File: config.mk
export PLATFORM = sky130hd
export DESIGN_NAME = bgr555_pixel_color_converter
export DESIGN_NICKNAME = d
export VERILOG_FILES = /design/src/rtl/bgrcc_pkg.sv /design/src/rtl/bgr555_pixel_color_converter.sv
export SDC_FILE = /design/constraint.sdc
export NUM_CORES = 1
export LEC_CHECK = 0
export ABC_AREA = 1
export CAP_MARGIN = 20
export CORE_ASPECT_RATIO = 1.4
export CORE_MARGIN = 8
export CORE_UTILIZATION = 47
export CTS_CLUSTER_SIZE = 16
export DETAILED_ROUTE_END_ITERATION = 8
export DONT_BUFFER_PORTS = 1
export GPL_TIMING_DRIVEN = 0
export PLACE_DENSITY = 0.63
export SLEW_MARGIN = 40
export SYNTH_ARGS = -nofsm -noshare
export SYNTH_HDL_FRONTEND = slang
export SYNTH_SLANG_ARGS = --single-unit
export TNS_END_PERCENT = 30
File: constraint.sdc
create_clock -name clk -period 6.45 [get_ports clk]
set_input_delay 0.3225 -clock clk [delete_from_list [all_inputs] [get_ports clk]]
set_output_delay 0.3225 -clock clk [all_outputs]
set_load 0.05 [all_outputs]
File: src/rtl/bgrcc_pkg.sv
// Package for the 15-bit pixel color converter: codes, weights, gamma curve and channel helpers.
`default_nettype none

package bgrcc_pkg;

  localparam int PIX_IN_W  = 15;
  localparam int PIX_OUT_W = 24;

  // configuration register indexes
  localparam logic [1:0] REG_CURVE  = 2'd0;
  localparam logic [1:0] REG_ADJUST = 2'd1;
  localparam logic [1:0] REG_FORMAT = 2'd2;

  typedef enum logic [1:0] {
    ADJ_NONE = 2'd0,
    ADJ_GRAY = 2'd1,
    ADJ_Q332 = 2'd2,
    ADJ_Q333 = 2'd3
  } adjust_t;

  typedef enum logic [1:0] {
    FMT_555 = 2'd0,
    FMT_565 = 2'd1,
    FMT_888 = 2'd2
  } format_t;

  // Q16 luminance weights, sum is 65536
  localparam logic [15:0] W_RED   = 16'd13933;
  localparam logic [15:0] W_GREEN = 16'd46871;
  localparam logic [15:0] W_BLUE  = 16'd4732;

  localparam logic [7:0] CURVE_LUT [32] = '{
    8'h00, 8'h01, 8'h03, 8'h06, 8'h0a, 8'h0f, 8'h15, 8'h1c,
    8'h24, 8'h2d, 8'h37, 8'h42, 8'h4e, 8'h5b, 8'h69, 8'h78,
    8'h88, 8'h90, 8'h98, 8'ha0, 8'ha8, 8'hb0, 8'hb8, 8'hc0,
    8'hc8, 8'hd0, 8'hd8, 8'he0, 8'he8, 8'hf0, 8'hf8, 8'hff
  };

  function automatic logic [7:0] widen5(input logic [4:0] c);
    return {c, c[4:2]};
  endfunction

  function automatic logic [7:0] rep3(input logic [7:0] c);
    return {c[7:5], c[7:5], c[7:6]};
  endfunction

  function automatic logic [7:0] rep2(input logic [7:0] c);
    return {c[7:6], c[7:6], c[7:6], c[7:6]};
  endfunction

endpackage

`default_nettype wire

File: src/rtl/bgr555_pixel_color_converter.sv
// Top level of the 15-bit pixel color converter: widen, curve, adjust and pack.
//
//   channel  dir  handshake            payload
//   s_*      in   s_tvalid/s_tready    s_tdata[14:0] pixel_in
//   m_*      out  m_tvalid/m_tready    m_tdata[23:0] pixel_out
//   cfg_*    in   cfg_valid/cfg_ready  cfg_index, cfg_data
//
// One pixel per clock unless m_tready stalls; staged in the product and result registers.
// The luminance multiplies sit in the first stage, the sum and packing in the second.
// Synchronous reset clears both valid flags and loads the register defaults.
// A stall on m_tready holds the result; the first stage keeps filling while it is empty.
// cfg_ready is always high.
`default_nettype none

module bgr555_pixel_color_converter
  import bgrcc_pkg::*;
(
  input  wire logic        clk,
  input  wire logic        rst,
  input  wire logic        s_tvalid,
  output logic             s_tready,
  input  wire logic [15:0] s_tdata,   // [14:0] pixel_in, [15] zero fill
  output logic             m_tvalid,
  input  wire logic        m_tready,
  output logic [23:0]      m_tdata,   // [23:0] pixel_out
  input  wire logic        cfg_valid,
  output logic             cfg_ready,
  input  wire logic [1:0]  cfg_index,
  input  wire logic [1:0]  cfg_data
);

  logic    curve_enable;
  adjust_t adjust_mode;
  format_t output_format;

  logic        a_valid;
  logic [7:0]  a_r, a_g, a_b;
  logic [23:0] a_pr, a_pg, a_pb;

  logic [7:0]  c_r, c_g, c_b;
  logic [23:0] p_r, p_g, p_b;
  logic [23:0] lum_sum;
  logic [7:0]  q_r, q_g, q_b;
  logic [23:0] pack;
  logic        advance;

  assign cfg_ready = 1'b1;
  assign advance   = !m_tvalid || m_tready;
  assign s_tready  = !a_valid || advance;

  always_ff @(posedge clk) begin
    if (rst) begin
      curve_enable  <= 1'b0;
      adjust_mode   <= ADJ_NONE;
      output_format <= FMT_565;
    end else if (cfg_valid && cfg_ready) begin
      case (cfg_index)
        REG_CURVE:  curve_enable  <= cfg_data[0];
        REG_ADJUST: adjust_mode   <= adjust_t'(cfg_data);
        REG_FORMAT: output_format <= format_t'(cfg_data);
        default: ;
      endcase
    end
  end

  // widen or curve, then weight each channel
  always_comb begin
    if (curve_enable) begin
      c_r = CURVE_LUT[s_tdata[4:0]];
      c_g = CURVE_LUT[s_tdata[9:5]];
      c_b = CURVE_LUT[s_tdata[14:10]];
    end else begin
      c_r = widen5(s_tdata[4:0]);
      c_g = widen5(s_tdata[9:5]);
      c_b = widen5(s_tdata[14:10]);
    end
    p_r = {16'd0, c_r} * {8'd0, W_RED};
    p_g = {16'd0, c_g} * {8'd0, W_GREEN};
    p_b = {16'd0, c_b} * {8'd0, W_BLUE};
  end

  always_ff @(posedge clk) begin
    if (rst) begin
      a_valid <= 1'b0;
    end else if (s_tready) begin
      a_valid <= s_tvalid;
    end
    if (s_tready && s_tvalid) begin
      a_r  <= c_r;
      a_g  <= c_g;
      a_b  <= c_b;
      a_pr <= p_r;
      a_pg <= p_g;
      a_pb <= p_b;
    end
  end

  // adjust and pack
  always_comb begin
    lum_sum = a_pr + a_pg + a_pb;
    case (adjust_mode)
      ADJ_GRAY: begin
        q_r = lum_sum[23:16];
        q_g = lum_sum[23:16];
        q_b = lum_sum[23:16];
      end
      ADJ_Q332: begin
        q_r = rep3(a_r);
        q_g = rep3(a_g);
        q_b = rep2(a_b);
      end
      ADJ_Q333: begin
        q_r = rep3(a_r);
        q_g = rep3(a_g);
        q_b = rep3(a_b);
      end
      default: begin
        q_r = a_r;
        q_g = a_g;
        q_b = a_b;
      end
    endcase
    case (output_format)
      FMT_555: pack = {9'd0, q_r[7:3], q_g[7:3], q_b[7:3]};
      FMT_565: pack = {8'd0, q_r[7:3], q_g[7:2], q_b[7:3]};
      default: pack = {q_r, q_g, q_b};
    endcase
  end

  always_ff @(posedge clk) begin
    if (rst) begin
      m_tvalid <= 1'b0;
    end else if (advance) begin
      m_tvalid <= a_valid;
    end
    if (advance && a_valid) begin
      m_tdata <= pack;
    end
  end

endmodule

`default_nettype wire

==> results.cfg, run 1 <==
[run_status]
status = complete, no violations

[floorplanning]
coreArea_sq_mm = 0.02748
start_util = 0.4751
die_area_sq_mm = 0.03344
fp.dieW_microns = 156.9
die_h_microns = 213.2
io_pins = 52
rows = 72

[global_routing]
grt_pass1_wl_mm = 49.89
grt-ovfl-total = 0
antenna_found_initial = 0
grt.total_usage = 0.1932
grt_pass1_vias = 10100
grt_max_degree = 67

[route]
drt_wl_total_mm = 30.64
via_count = 9938
drt_iter0_markers = 437
remaining_drc_errors = 0
first_pass_iters = 5
vias_per_cell = 5.155
routedWlPerCell_microns = 15.89
ant_nets = 0

[setup_path]
crit_arrival_ns = 5.79
r2r_cells = 15
cp_num_buf_inv = 3
crit_path_frequent_cell = fa_1
crit_fanout = 10
path_class = reg -> reg
r2r_start = curve_enable$_SDFFE_PP0P_
cp.depth = 15
start_kind = flip-flop
crit_start = curve_enable$_SDFFE_PP0P_
cp-endpoint = a_pg[22]$_DFFE_PP_
cp-end-kind = flip-flop
cp_data_required_time_ns = 6.62
cpPeakStageDelay_ns = 0.71
cpMaxStageDelayCell = clkbuf_1
cp_cell_sequence = clkbuf_1, o221ai_1, a21boi_2, ha_1, fa_1, inv_1, fa_1, fa_1, inv_1, ha_1, a21oi_1, o21ai_0, a221oi_1, nand3_1, xor2_1
reg2reg_to = a_pg[22]$_DFFE_PP_
cpLargestDelayFamily = adder cells
rrSetupSlack_ns = 0.83

[clock_network]
numCtsBuffers = 17
htreeDepth = 4
clkLatencyLatePin_ns = 0.43
cts_root_buffer = clkbuf_16
post_cts_buffers = 0
cts_sinks = 116
clk_pin_slew_ns = 0.06
cts_tree = done
clockBufferDepth = 2

[synthesis]
avgSynthCellArea_sq_um = 8.589
async_reset_ff_frac = 0
synth_flop_cell = edfxtp_1
synth_edf_count = 109
synth.distinct_cells = 49
syn_area_sq_mm = 0.01306
syn_inst = 1520
synth-seq-area-share = 0.2615
synth_warnings = 0
syn_nets = 1847
ys_seq_elements = 116

[final_layout]
drive_gt1_frac = 0.04878
multiInputGateArea_sq_mm = 0.008366
final_nets = 1873
num_antenna_cells = 0
num-fill-cells = 2568
area_growth_pct = 8.606
regArea_sq_mm = 0.003413

[timing]
relSlewSlack = 0.3999
skew_ns = 0.01376
drv_slew = 0
tightest_slew_ns = 0.9002
hold_viol = 0
finalSetupViolCount = 0
finalSetupTns_ns = 0
max_freq_ghz = 0.1779
finalCriticalPeriod_ns = 5.623
finalCritPeriodShare = 0.8717
rsz0062_at_grt = no

[worst_hold_path]
hp-class = in -> reg

[placement]
gp_congestion = 0.9120
io_buffers = 0
hpwlAfterDp_mm = 26.33

[job]
maxCapViolCount = 0
[area by class of cell]
type                    instances  area share
plain buffers                  14    0.004589
clock buffers                  18     0.03027
clock inverters                13    0.007942
inverters                     330     0.08772
multi-input cells            1060      0.5900
flip-flops and latches        116      0.2407
well taps                     370     0.03265
repair buffers                  7    0.006089
[cell usage after synthesis (2+ instances only)]
library cell / number / share of area
o21ai_2: 5 / 0.0034
a22oi_1: 2 / 0.0011
o21bai_1: 5 / 0.0029
edfxtp_1: 109 / 0.25
inv_1: 329 / 0.095
buf_2: 3 / 0.0011
o31ai_1: 3 / 0.0017
a21oi_1: 100 / 0.038
ha_1: 200 / 0.19
nand3_2: 6 / 0.0046
nor4_1: 3 / 0.0014
nor2_4: 2 / 0.0017
nor4_2: 2 / 0.0019
xor2_1: 31 / 0.021
dfxtp_1: 7 / 0.011
a21o_1: 9 / 0.0052
fa_1: 102 / 0.16
and3_1: 2 / 0.00096
o2111ai_1: 3 / 0.0020
o21a_1: 5 / 0.0029
o211ai_1: 9 / 0.0052
nand2_2: 5 / 0.0024
nor3_1: 10 / 0.0038
clkbuf_1: 8 / 0.0023
nand4_1: 11 / 0.0053
nand3_1: 69 / 0.026
a31oi_1: 7 / 0.0034
or2_2: 10 / 0.0048
xnor2_1: 20 / 0.013
o22ai_1: 4 / 0.0019
o21ai_0: 50 / 0.019
nand2_1: 288 / 0.083
nor2_2: 3 / 0.0014
a211oi_1: 3 / 0.0017
nor2_1: 78 / 0.022
o221ai_1: 2 / 0.0013
a221oi_1: 3 / 0.0020
[worst min-delay path by stage]
| stage | start | endpoint | slack (ns) | cells after the start |
|---|---|---|---|---|
| after floorplan | rst | a_valid$_SDFFE_PP0N_ | 0.39 | 1 |
| after global placement | rst | m_tvalid$_SDFFE_PP0P_ | 0.39 | 1 |
| after detailed placement | rst | a_valid$_SDFFE_PP0N_ | 0.39 | 1 |
| after CTS | cfg_data[0] | output_format[0]$_SDFFE_PP1P_ | 0.03 | 2 |
| after global routing | cfg_data[0] | output_format[0]$_SDFFE_PP1P_ | 0.05 | 2 |
| final | cfg_data[0] | output_format[0]$_SDFFE_PP1P_ | 0.04 | 2 |
[timing repair]
| action | 4_1_cts | 5_1_grt |
|---|---|---|
| hold buffers | 4 | 0 |
| endpoints found under the hold margin | 6 | 0 |
| resized for setup | 0 | 0 |
[worst reg2reg max path: stages (launching register included)]
cell and delay (ns):
dfxtp_1 0.48, clkbuf_1 0.71, o221ai_1 0.32, a21boi_2 0.50, ha_1 0.41, fa_1 0.56
inv_1 0.04, fa_1 0.48, fa_1 0.50, inv_1 0.04, ha_1 0.34, a21oi_1 0.21
o21ai_0 0.16, a221oi_1 0.32, nand3_1 0.14, xor2_1 0.16
[through the flow]
stage          hold WS (ns)    util  cell area, sq um  setup WS, ns  cells
6_report            0.03824  0.5160             14180        0.8275   1928
4_1_cts             0.03087  0.5159             14170        0.5546   1928
3_3_place_gp         0.3931  0.4920             13520        0.2983   1890
2_1_floorplan        0.3916       -             13060         1.636   1520
3_5_place_dp         0.3939  0.4947             13590        0.5883   1893
5_1_grt             0.05146  0.5160             14180        0.4988   1928
[cells by family (layout without fill, tap and decap cells)]
kind of cell | Yosys count | count (layout) | share of synthesized area
buffers and inverters | 344 | 382 | 0.09987
AOI/OAI and AO/OA | 214 | 214 | 0.09450
xor gates and xnor gates | 51 | 51 | 0.03422
adders and majority gates | 302 | 302 | 0.3481
and+or+nand+nor | 492 | 492 | 0.1616
DFF | 116 | 116 | 0.2615
other | 1 | 1 | 0.0002872
[registers in the layout, summed over array words and instances (netlist names)]
name	count
curve_enable	1
m_tdata	24
output_format	2
a_pr	20
a_g	8
a_pg	23
adjust_mode	2
a_valid	1
a_pb	18
a_r	8
m_tvalid	1
a_b	8
[layer usage]
| metal | global-route usage | wire length [microns] | vias to the layer above |
|---|---|---|---|
| met2 | 0.3567 | 15860 | 212 |
| li1 | - | - | 4982 |
| met4 | 0.09737 | 1428 | 0 |
| met1 | 0.2112 | 12260 | 4673 |
| met5 | 0 | 0 | - |
| met3 | 0.02775 | 1083 | 71 |
[layout by cell type (no fill, tap or decap), types with 3 or more instances in the layout]
master	Yosys	routed
o21a_1	5	5
edfxtp_1	109	109
dlygate4sd3_1	0	4
nand3_2	6	6
clkinv_2	0	3
or2_2	10	10
o31ai_1	3	3
o21ai_0	50	49
buf_2	3	3
nor4_1	3	3
clkbuf_1	8	9
nand2_2	5	5
dfxtp_1	7	7
o211ai_1	9	9
nor3_1	10	10
nand3_1	69	69
inv_1	329	328
ha_1	200	200
xor2_1	31	31
a211oi_1	3	3
nor2_2	3	3
nor2_1	78	78
xnor2_1	20	20
nand4_1	11	11
fa_1	102	102
a31oi_1	7	7
nand2_1	288	288
a21o_1	9	9
a221oi_1	3	3
clkinvlp_4	0	5
o2111ai_1	3	3
o21bai_1	5	5
clkbuf_16	0	17
o21ai_2	5	5
a21oi_1	100	99
Power of run 1 is left out: the tool's default activity adds up to more than one toggle a clock period on the data nets, which glitch-free logic cannot reach.
==> inputs of run 2 (changes only) <==
--- a/config.mk
+++ b/config.mk
@@ -6,15 +6,17 @@
 export NUM_CORES = 1
 export LEC_CHECK = 0
 export ABC_AREA = 1
+export BUFFER_PORTS_ARGS = -buffer_cell sky130_fd_sc_hd__buf_2
 export CAP_MARGIN = 20
+export CELL_PAD_IN_SITES_DETAIL_PLACEMENT = 0
+export CELL_PAD_IN_SITES_GLOBAL_PLACEMENT = 1
 export CORE_ASPECT_RATIO = 1.4
 export CORE_MARGIN = 8
 export CORE_UTILIZATION = 47
 export CTS_CLUSTER_SIZE = 16
 export DETAILED_ROUTE_END_ITERATION = 8
-export DONT_BUFFER_PORTS = 1
 export GPL_TIMING_DRIVEN = 0
-export PLACE_DENSITY = 0.63
+export PLACE_DENSITY = 0.8
 export SLEW_MARGIN = 40
 export SYNTH_ARGS = -nofsm -noshare
 export SYNTH_HDL_FRONTEND = slang
==> run 2 against run 1 <==
Fmax decreased by 3.8%. Non-clock buffer count is 45 higher. Clock skew down 0.0018 ns. Via count up 1.2%. Global-route usage is 0.29 points higher. Cell count up 2.4%. Hold slack better by 0.071 ns. Sequential share of layout area is 0.44 points lower.
==> results.cfg, run 2 (same netlist as run 1, synthesis figures left out) <==
[global_routing]
grt-ovfl-total = 0
grt_max_degree = 68
grt_pass1_vias = 10300
grt_use_met1 = 0.2102
grt.total_usage = 0.1960
use_met2 = 0.3703
grt_use_met3 = 0.02390
grt_pass1_wl_mm = 50.73
antenna_found_initial = 0
busiest_layer = met2

[job]
maxCapViolCount = 0

[timing]
drv_slew = 0
skew_ns = 0.01195
relSlewSlack = 0.4280
finalSetupViolCount = 0
rsz0062_at_grt = no
tightest_slew_ns = 0.8579
hold_viol = 0
max_freq_ghz = 0.1711
finalCritPeriodShare = 0.9059
finalSetupTns_ns = 0
finalCriticalPeriod_ns = 5.843

[route]
drt_iter0_markers = 418
ant_nets = 0
drt_wl_total_mm = 31.55
vias_per_cell = 5.094
first_pass_iters = 5
routedWlPerCell_microns = 15.98
remaining_drc_errors = 0
via_count = 10060

[setup_path]
r2r_start = curve_enable$_SDFFE_PP0P_
cp-endpoint = a_pg[22]$_DFFE_PP_
r2r_cells = 15
path_class = reg -> reg
crit_fanout = 10
start_kind = flip-flop
cp_data_required_time_ns = 6.60
cp-end-kind = flip-flop
crit_start = curve_enable$_SDFFE_PP0P_
crit_arrival_ns = 6.00
reg2reg_to = a_pg[22]$_DFFE_PP_
rrSetupSlack_ns = 0.61

[placement]
io_buffers = 49
hpwlAfterDp_mm = 27.28
gp_congestion = 0.9024

[floorplanning]
fp.dieW_microns = 156.9
die_area_sq_mm = 0.03344
rows = 72
die_h_microns = 213.2
coreArea_sq_mm = 0.02748
io_pins = 52
start_util = 0.4751

[final_layout]
final_cell_mix = inv_1 (328), nand2_1 (288), ha_1 (200), edfxtp_1 (109), fa_1 (102)
max_flop_register = m_tdata
largestRegisters = m_tdata x24, a_pg x23, a_pr x20
num_antenna_cells = 0
postLayoutCoreUtil = 0.5257
drive_gt1_frac = 0.07668
final_nets = 1918
final_common_cell = inv_1
area_growth_pct = 10.65
largest_reg_flops = 24

[clock_network]
post_cts_buffers = 0
htreeDepth = 4
ctsResizeCount = 0
numCtsBuffers = 17
ctsHoldBuffers = 0
clk_pin_slew_ns = 0.06
cts_tree = done
cts_root_buffer = clkbuf_16
clkLatencyLatePin_ns = 0.41
cts_sinks = 116
clockBufferDepth = 2

[worst_hold_path]
hp-class = in -> reg

[run_status]
status = complete, no violations
run 2: cell count changes in the layout (fill, tap and decap cells not counted), sizes merged:
cell         change
buf             +48
bufinv           +3
clkbuf           +3
clkinv           +1
clkinvlp         -4
dlygate4sd3      -4
inv              -1
run 2: area by class of cell:
type                       instances  area (sq um)
clock inverter                    12         161.4
timing repair buffer              52         292.8
buffer                            14         65.06
inverter                         330          1244
clock buffer                      20         436.7
fill                            2553         13030
sequential                       116          3413
tap                              370         462.9
multi-input combinational       1060          8369
run 2: worst min-delay path by stage:
stage / startpoint / endpoint / slack, ns / cells past startpoint
after detailed placement: m_tvalid$_SDFFE_PP0P_ / m_tvalid$_SDFFE_PP0P_ / 0.52 / 2
after floorplan: rst / a_valid$_SDFFE_PP0N_ / 0.39 / 1
after global routing: rst / a_valid$_SDFFE_PP0N_ / 0.12 / 2
after CTS: rst / m_tvalid$_SDFFE_PP0P_ / 0.09 / 2
final: rst / m_tvalid$_SDFFE_PP0P_ / 0.11 / 2
after global placement: a_valid$_SDFFE_PP0N_ / m_tvalid$_SDFFE_PP0P_ / 0.46 / 2
run 2: metal layers:
metal | share of wire | vias up
met5 | 0 | -
met4 | 0.044 | 0
met3 | 0.032 | 60
met2 | 0.53 | 187
met1 | 0.40 | 4742
li1 | - | 5067
run 2: critical path, cell delays in order (launching register included):
cell and delay, ns:
dfxtp_1 0.47, clkbuf_1 0.68, o221ai_1 0.26, a21boi_1 0.69, ha_1 0.44, fa_1 0.56
inv_1 0.05, fa_1 0.45, fa_1 0.49, inv_1 0.04, ha_1 0.34, a21oi_1 0.24
o21ai_0 0.18, a221oi_1 0.36, nand3_1 0.14, xor2_1 0.18
run 2: through the flow:
step / hold WS, ns / area (sq um) / cells / setup WS [ns]
5_1_grt: 0.1227 / 14450 / 1974 / 0.3934
2_1_floorplan: 0.3916 / 13060 / 1520 / 1.636
3_5_place_dp: 0.5202 / 13840 / 1941 / 0.5433
6_report: 0.1096 / 14450 / 1974 / 0.6066
3_3_place_gp: 0.4574 / 13760 / 1939 / 0.2952
4_1_cts: 0.09440 / 14440 / 1973 / 0.5405
Power of run 2 is left out for the same reason.
